--- config.mk ---
export PLATFORM = sky130hd
export DESIGN_NAME = sequential_four_channel_esc_pulse
export DESIGN_NICKNAME = d
export VERILOG_FILES = /design/src/hw/rtl/sfcep_pkg.sv /design/src/hw/rtl/sequential_four_channel_esc_pulse.sv
export SDC_FILE = /design/constraint.sdc
export NUM_CORES = 1
export LEC_CHECK = 0
export ABC_AREA = 1
export BUFFER_PORTS_ARGS = -buffer_cell sky130_fd_sc_hd__buf_2
export CORE_ASPECT_RATIO = 0.9
export CORE_MARGIN = 4
export CORE_UTILIZATION = 26
export CTS_CLUSTER_SIZE = 40
export DETAILED_ROUTE_END_ITERATION = 7
export SYNTH_ARGS = -nofsm -noshare
export SYNTH_HDL_FRONTEND = slang
export SYNTH_SLANG_ARGS = --single-unit
--- constraint.sdc ---
create_clock -name clk -period 10.9 [get_ports clk]
set_clock_uncertainty 0.2 [all_clocks]
set_input_delay 2.18 -clock clk [delete_from_list [all_inputs] [get_ports clk]]
set_output_delay 2.18 -clock clk [all_outputs]
set_load 0.05 [all_outputs]
--- src/hw/rtl/sfcep_pkg.sv ---
`timescale 1ns / 1ps

package sfcep_pkg;

  localparam int unsigned UsW    = 16;
  localparam int unsigned TpuW   = 4;
  localparam int unsigned TickW  = 19;
  localparam int unsigned ProdW  = UsW + TpuW;
  localparam int unsigned ChanW  = 2;
  localparam int unsigned NumCh  = 4;
  localparam int unsigned CfgIdxW = 2;

  localparam logic [TickW-1:0] TickMax = '1;

  localparam logic [UsW-1:0]  MinWidthRst   = 16'd1000;
  localparam logic [UsW-1:0]  MaxWidthRst   = 16'd2000;
  localparam logic [TpuW-1:0] TicksPerUsRst = 4'd2;
  localparam logic [TickW-1:0] ChanTicksRst = 19'd2000;

  typedef enum logic [CfgIdxW-1:0] {
    REG_MIN_WIDTH  = 2'd0,
    REG_MAX_WIDTH  = 2'd1,
    REG_TICKS_PER  = 2'd2,
    REG_UNUSED     = 2'd3
  } cfg_reg_t;

  typedef enum logic {
    ACT_SET  = 1'b0,
    ACT_TICK = 1'b1
  } action_t;

endpackage

--- src/hw/rtl/sequential_four_channel_esc_pulse.sv ---
`timescale 1ns / 1ps

// A result is registered at the edge that accepts its request.
// Throughput: one request per cycle; the output register lets a new request
// enter whenever the held result is taken in the same cycle or none is held.
// Reset (synchronous, rst high): channel 0 active, counter at zero, every
// channel width at the minimum, limits 1000/2000 us at 2 ticks per us.
module sequential_four_channel_esc_pulse (
  input  logic        clk,
  input  logic        rst,
  // configuration
  input  logic        cfg_we,
  input  logic [1:0]  cfg_index,
  input  logic [15:0] cfg_data,
  // request channel
  input  logic        in_valid,
  output logic        in_ready,
  input  logic        action,
  input  logic [1:0]  channel,
  input  logic [15:0] width_us,
  // result channel
  output logic        out_valid,
  input  logic        out_ready,
  output logic [3:0]  pin_levels,
  output logic [1:0]  active_out,
  output logic        over_max
);

  logic [sfcep_pkg::UsW-1:0]   min_width;
  logic [sfcep_pkg::UsW-1:0]   max_width;
  logic [sfcep_pkg::TpuW-1:0]  ticks_per_us;

  logic [sfcep_pkg::TickW-1:0] channel_ticks [sfcep_pkg::NumCh];
  logic [sfcep_pkg::ChanW-1:0] active_channel;
  logic [sfcep_pkg::TickW-1:0] tick_count;

  logic                        in_fire;
  logic                        is_set;
  logic [sfcep_pkg::UsW-1:0]   clamped;
  logic                        over;
  logic [sfcep_pkg::ProdW-1:0] product;
  logic [sfcep_pkg::TickW-1:0] set_ticks;
  logic [sfcep_pkg::TickW-1:0] count_inc;
  logic                        wrap;
  logic [sfcep_pkg::ChanW-1:0] active_channel_next;
  logic [sfcep_pkg::TickW-1:0] tick_count_next;

  assign in_ready = !out_valid || out_ready;
  assign in_fire  = in_valid && in_ready;
  assign is_set   = (action == sfcep_pkg::ACT_SET);

  // clamp the request to [min, max]; when limits cross, a width below min gets min and any other gets max
  always_comb begin
    over    = 1'b0;
    clamped = width_us;
    if (width_us < min_width) begin
      clamped = min_width;
    end else if (width_us > max_width) begin
      clamped = max_width;
      over    = 1'b1;
    end
  end

  assign product   = sfcep_pkg::ProdW'(clamped) * sfcep_pkg::ProdW'(ticks_per_us);
  // saturate the converted width
  assign set_ticks = (product > sfcep_pkg::ProdW'(sfcep_pkg::TickMax)) ?
                     sfcep_pkg::TickMax : product[sfcep_pkg::TickW-1:0];

  assign count_inc = tick_count + 1'b1;
  assign wrap      = (count_inc >= channel_ticks[active_channel]);

  always_comb begin
    active_channel_next = active_channel;
    tick_count_next     = tick_count;
    if (!is_set) begin
      if (wrap) begin
        active_channel_next = active_channel + 1'b1;
        tick_count_next     = '0;
      end else begin
        tick_count_next = count_inc;
      end
    end
  end

  always_ff @(posedge clk) begin
    if (rst) begin
      min_width      <= sfcep_pkg::MinWidthRst;
      max_width      <= sfcep_pkg::MaxWidthRst;
      ticks_per_us   <= sfcep_pkg::TicksPerUsRst;
      for (int i = 0; i < sfcep_pkg::NumCh; i++) begin
        channel_ticks[i] <= sfcep_pkg::ChanTicksRst;
      end
      active_channel <= '0;
      tick_count     <= '0;
      out_valid      <= 1'b0;
    end else begin
      if (cfg_we) begin
        case (cfg_index)
          sfcep_pkg::REG_MIN_WIDTH: min_width    <= cfg_data;
          sfcep_pkg::REG_MAX_WIDTH: max_width    <= cfg_data;
          sfcep_pkg::REG_TICKS_PER: ticks_per_us <= cfg_data[sfcep_pkg::TpuW-1:0];
          default: ;
        endcase
      end
      if (in_fire) begin
        if (is_set) begin
          channel_ticks[channel] <= set_ticks;
        end
        active_channel <= active_channel_next;
        tick_count     <= tick_count_next;
        out_valid      <= 1'b1;
      end else if (out_ready) begin
        out_valid <= 1'b0;
      end
    end
  end

  // result register; hold while stalled
  always_ff @(posedge clk) begin
    if (in_fire) begin
      pin_levels <= 4'(1) << active_channel_next;
      active_out <= active_channel_next;
      over_max   <= is_set && over;
    end
  end

  a_onehot_matches: assert property (@(posedge clk) disable iff (rst)
    out_valid |-> (pin_levels == (4'(1) << active_out)))
    else $error("pin levels disagree with active channel");

  a_set_holds_channel: assert property (@(posedge clk) disable iff (rst)
    (in_fire && is_set) |=> $stable(active_channel) && $stable(tick_count))
    else $error("set request moved the sequencer");

  a_tick_no_over: assert property (@(posedge clk) disable iff (rst)
    (in_fire && !is_set) |=> !over_max)
    else $error("tick request flagged over_max");

  a_advance_restarts: assert property (@(posedge clk) disable iff (rst)
    (!$past(rst) && active_channel != $past(active_channel)) |->
      (tick_count == '0 &&
       active_channel == $past(active_channel) + sfcep_pkg::ChanW'(1)))
    else $error("channel advance without counter restart");

endmodule

Yosys cells after proc, flatten, opt, wreduce, memory -nomap -nowiden

Memory sizes are Yosys's and may differ from the RTL's. A register that Yosys moved wholly into a read port is not among the register bits.
Cells that the tools add are included.

Bits in registers: 65
Bits in writable memories: 76
Bits of input ports: 42
Output and inout port bits: 9
Logic and storage cells: 53
Memories: 1

Memories:

| memory        | words | bits a word | rd ports | clocked after memory_dff | write ports | line                                    | text |
|---|---|---|---|---|---|---|---|
| channel_ticks | 4     | 19          | 1        | 1                        | 4           | sequential_four_channel_esc_pulse.sv:33 | `logic [sfcep_pkg::TickW-1:0] channel_ticks [sfcep_pkg::NumCh];` |

Add/sub/neg operators: 2
Multiply operators: 1
Order comparisons: 4
Equality and inequality tests: 2
Shift-type cells: 1
Muxes and demuxes: 21
Bitwise logic cells: 1
Reduce and logical (&&, ||, !) cells: 11

Operator list:

| operator                                                         | number |
|---|---|
| 2-to-1 mux 19 bit                                                | 3 |
| 2-to-1 mux 16 bit                                                | 2 |
| greater-than comparator 20 x 19 -> 1 bit (second input constant) | 1 |
| multiplier 16 x 4 -> 20 bit                                      | 1 |
| adder 19 x 1 -> 19 bit (second input constant)                   | 1 |
| >= comparator 19 bit                                             | 1 |
| OR reduction 19 bit                                              | 1 |
| greater-than comparator 16 bit                                   | 1 |
| less-than comparator 16 bit                                      | 1 |
| 2-to-1 mux 1 bit                                                 | 11 |
| 2-to-1 mux 2 bit                                                 | 5 |
| AND reduction 2 bit                                              | 4 |
| << shifter 1 x 2 -> 4 bit (first input constant)                 | 1 |
| adder 2 x 1 -> 2 bit (second input constant)                     | 1 |
| == test 2 x 1 -> 1 bit (second input constant)                   | 1 |
| == test 2 bit (second input constant)                            | 1 |
| logical AND 1 bit                                                | 2 |
| logical NOT 2 bit                                                | 1 |
| nonzero test 2 bit                                               | 1 |
| logical NOT 1 bit                                                | 1 |
| logical OR 1 bit                                                 | 1 |
| NOT 1 bit                                                        | 1 |

Logic depth before layout (Yosys ltp)

Depth after elaboration: 8
Gate-level depth with buffers: 36

Worst setup path before layout

Ideal clock, no wire load.

Path type: input port to flip-flop
Start point: input width_us[15]
End point: memory channel_ticks[2][5] (netlist bit), data pin
Arrival: 6213 ps
Required time: 10451 ps
Setup slack: 4238 ps
Stages on the path: 26
Cell sequence: ha_1 nand2_1 nor3_2 nand4_1 nand2_1 buf_2 o21ai_0 o21ai_0 nor2_1 fa_1 inv_1 fa_1 inv_1 ha_1 nand2_2 inv_1 a21oi_1 nand2_1 nand2_1 nand3_2 xor2_4 inv_4 buf_12 nand2_4 nand2_1 inv_1

RTL lines:

| element     | line                                    | text |
|---|---|---|
| from (decl) | sequential_four_channel_esc_pulse.sv:20 | `input logic [15:0] width_us,` |
| to (decl)   | sequential_four_channel_esc_pulse.sv:33 |  |

==> flow_metrics.py <==
metrics = {
    "synthesis": {
        "syn_nets": 1396,
        "synth_seq_cells": 143,
        "synth_edf_count": 83,
        "synth_top_area_share_pct": 25.0,
        "synth_seq_area_share_pct": 37.0,
        "ys.flop_type": "edfxtp_1",
        "synth_cell_type_count": 45,
        "syn_area_mm2": 0.00997,
        "yosys-top-cells-area": "edfxtp_1 25%, dfxtp_1 12%, nand2_1 11%, ha_1 9.4%, inv_1 7.4%",
        "avgSynthCellArea_um2": 7.97,
        "yosys-top-cells-count": "294 x nand2_1, 196 x inv_1, 112 x nor2_1",
        "synth_top_area_cell": "edfxtp_1",
        "synthCells": 1251,
        "yosysMostFrequentCell": "nand2_1",
        "yosysWarningCount": 0,
        "async_flop_share_pct": 0,
    },
    "final_layout": {
        "area_growth_syn_to_layout_pct": 13.1,
        "n_fill_cell": 4012,
        "multi_input_area_mm2": 0.00528,
        "seq_area_mm2": 0.00369,
        "layout-drive-gt1-share_pct": 10.0,
        "finalNetCount": 1426,
        "final_area_mm2": 0.0113,
        "num_antenna_cells": 0,
        "final_util_pct": 30.0,
    },
    "clock_tree": {
        "postCtsSetupBuffers": 0,
        "cts_buffer_depth": 2,
        "postCtsHoldBufs": 0,
        "cts_resized": 0,
        "clock-root-buffer": "clkbuf_16",
        "cts_buffers": 17,
        "clk_latency_ns": 0.45,
        "ctsHtreeMaxLevel": 4,
        "clkSinkCount": 143,
        "tritoncts": "built",
        "cts.clk_slew.worst_paths_ns": 0.06,
    },
    "worst_hold_path": {
        "worstHoldPathType": "reg2reg",
    },
    "floorplanning": {
        "die_w_um": 214,
        "die_h_um": 194,
        "boundaryPins": 51,
        "start_util_pct": 26.6,
        "dieArea_mm2": 0.0416,
        "core_mm2": 0.0376,
        "row_count": 67,
    },
    "sta": {
        "final.setup.tns_ns": 0,
        "fin_crit_sh_pct": 72.6,
        "tightest_slew_ns": 1.23,
        "hold_ws_ns": 0.289,
        "fin_crit_ns": 7.91,
        "slew_headroom_pct": 17.9,
        "rsz0062_at_grt": "false",
        "fmax_ghz": 0.126,
        "setup_violations": 0,
        "slew_viol_final": 0,
        "hold_violations": 0,
    },
    "setup_path": {
        "max_stage_delay_ns": 0.55,
        "crit_path_end_kind": "register",
        "slowest_stage": "nand2_1",
        "critPathBufInv": 6,
        "crit_family": "simple AND/OR/NAND/NOR gates",
        "cp.required_ns": 10.90,
        "cp_common_cell": "nand2_1",
        "cp.arrival_ns": 7.92,
        "path_max_fanout": 32,
        "start_kind": "primary input",
        "criticalPathCategory": "in2reg",
    },
    "place": {
        "port_buffers": 50,
        "postPlaceCellArea_mm2": 0.0107,
        "hpwl_mm": 18.4,
        "gp_congestion": 0.853,
    },
    "pwr": {
        "leakage_uw": 0.00524,
        "p_sw_share_pct": 34.5,
        "power.share.clock_pct": 37.2,
        "p_sw_uw": 586,
        "p_comb_share_pct": 27.3,
        "peakVddDrop_mv": 0.0929,
        "p_int_uw": 1110,
        "power.total_uw": 1700,
        "powerDensity_mw_per_mm2": 151,
        "p_seq_share_pct": 35.5,
    },
    "global_routing": {
        "busiest_layer": "met2",
        "grtUsageMet3_pct": 3.07,
        "first_global_vias": 8035,
        "grt_max_degree": 47,
        "track_usage_pct": 12.3,
        "met2_usage_pct": 19.0,
        "met1_usage_pct": 17.1,
        "grt_overflow_total": 0,
        "antenna_found_initial": 1,
        "grt_pass1_wl_mm": 41.4,
    },
    "route": {
        "first_pass_iters": 5,
        "antenna_left": 0,
        "drt_iter0_markers": 557,
        "viasPerCell": 4.63,
        "via_count": 8224,
        "drc_errors": 0,
        "routedWlPerCell_um": 13.9,
        "wl_mm": 24.8,
    },
    "job": {
        "max_cap_viol_count": 0,
    },
    "status": {
        "status": "complete, no violations",
    },
}
-- path summary, 6_finish.rpt --
| kind | endpoint | slack (ns) | from | cells after the start |
|---|---|---|---|---|
| max | channel_ticks[2][1]$_SDFFCE_PN0P_ | 2.99 | width_us[7] | 29 |
| min | max_width[2]$_SDFFE_PP0P_ | 0.29 | max_width[2]$_SDFFE_PP0P_ | 2 |
| max reg2reg | channel_ticks[2][1]$_SDFFCE_PN0P_ | 4.46 | max_width[7]$_SDFFE_PP1P_ | 29 |
| min reg2reg | max_width[2]$_SDFFE_PP0P_ | 0.29 | max_width[2]$_SDFFE_PP0P_ | 2 |
-- final cells by class --
class                           count  share of cell area [%]
Sequential cell                   143                    32.7
Timing Repair Buffer               56                    2.62
Inverter                          208                    6.94
Multi-Input combinational cell    855                    46.8
Clock inverter                     15                    1.75
Tap cell                          483                    5.36
Clock buffer                       17                    3.77
-- power by group through the flow --
stage	clock network [uW]	registers [uW]	logic, uW
after floorplan	0	621	338
after global placement	0	615	455
after detailed placement	0	616	460
after CTS	642	604	464
after global routing	671	606	525
final	632	604	463
-- cell usage in the layout, fill, tap and decap left out, types with 2 or more instances in the layout --
cell type / n
nor4_1: 2
nor2_4: 4
ha_1: 75
o211ai_1: 26
nand2_2: 5
a21oi_1: 89
nand2_4: 11
nand3b_1: 3
inv_2: 11
buf_2: 50
bufinv_16: 3
nand2_1: 294
inv_8: 3
a32o_1: 18
clkbuf_16: 17
buf_4: 6
nor2_2: 2
dfxtp_1: 60
o21ai_1: 16
nand4_1: 13
nor2_1: 112
o21ai_0: 52
inv_1: 196
nand4_2: 2
xnor2_1: 10
xor2_1: 16
fa_1: 28
a22oi_1: 17
nand3_1: 27
a21o_1: 5
inv_6: 4
edfxtp_1: 83
clkinvlp_4: 4
nor3_1: 11
o21bai_1: 6
nor3_2: 2
-- metrics by stage --
stage / std cells / worst slack, ns
after global placement: 1745 / 2.63
after floorplan: 1251 / 4.24
final: 1777 / 2.99
after CTS: 1777 / 3.07
after global routing: 1777 / 2.48
after detailed placement: 1745 / 2.61
-- routing by layer --
layer / share of wire (%) / vias to the layer above / wire length (um)
met4: 1.4 / 0 / 350
met3: 5.7 / 29 / 1420
met2: 45 / 193 / 11000
met1: 48 / 3847 / 12000
li1: - / 4155 / -
met5: 0 / - / 0
-- flip-flops by register name (all words and copies together) (netlist names), named ones only --
| name | flops |
|---|---|
| out_valid | 1 |
| channel_ticks | 76 |
| ticks_per_us | 4 |
| active_channel | 2 |
| min_width | 16 |
| over_max | 1 |
| pin_levels | 4 |
| tick_count | 19 |
| max_width | 16 |
| active_out | 2 |
-- tightest hold or removal path, stage by stage (launching register included) --
cell     delay, ns
dfxtp_1       0.30
inv_1         0.08
a21oi_1       0.06
-- kinds of logic after synthesis --
family                   after synthesis  synth area share [%]
AND/OR/NAND/NOR                      491                  21.2
flip-flops                           143                  37.0
XOR/XNOR                              27                  2.56
adder cells (fa/ha/maj)              103                  15.0
buffers and inverters                253                  10.1
AO/OA/AOI/OAI                        234                  14.1
Power figures use the tool's default switching activity.
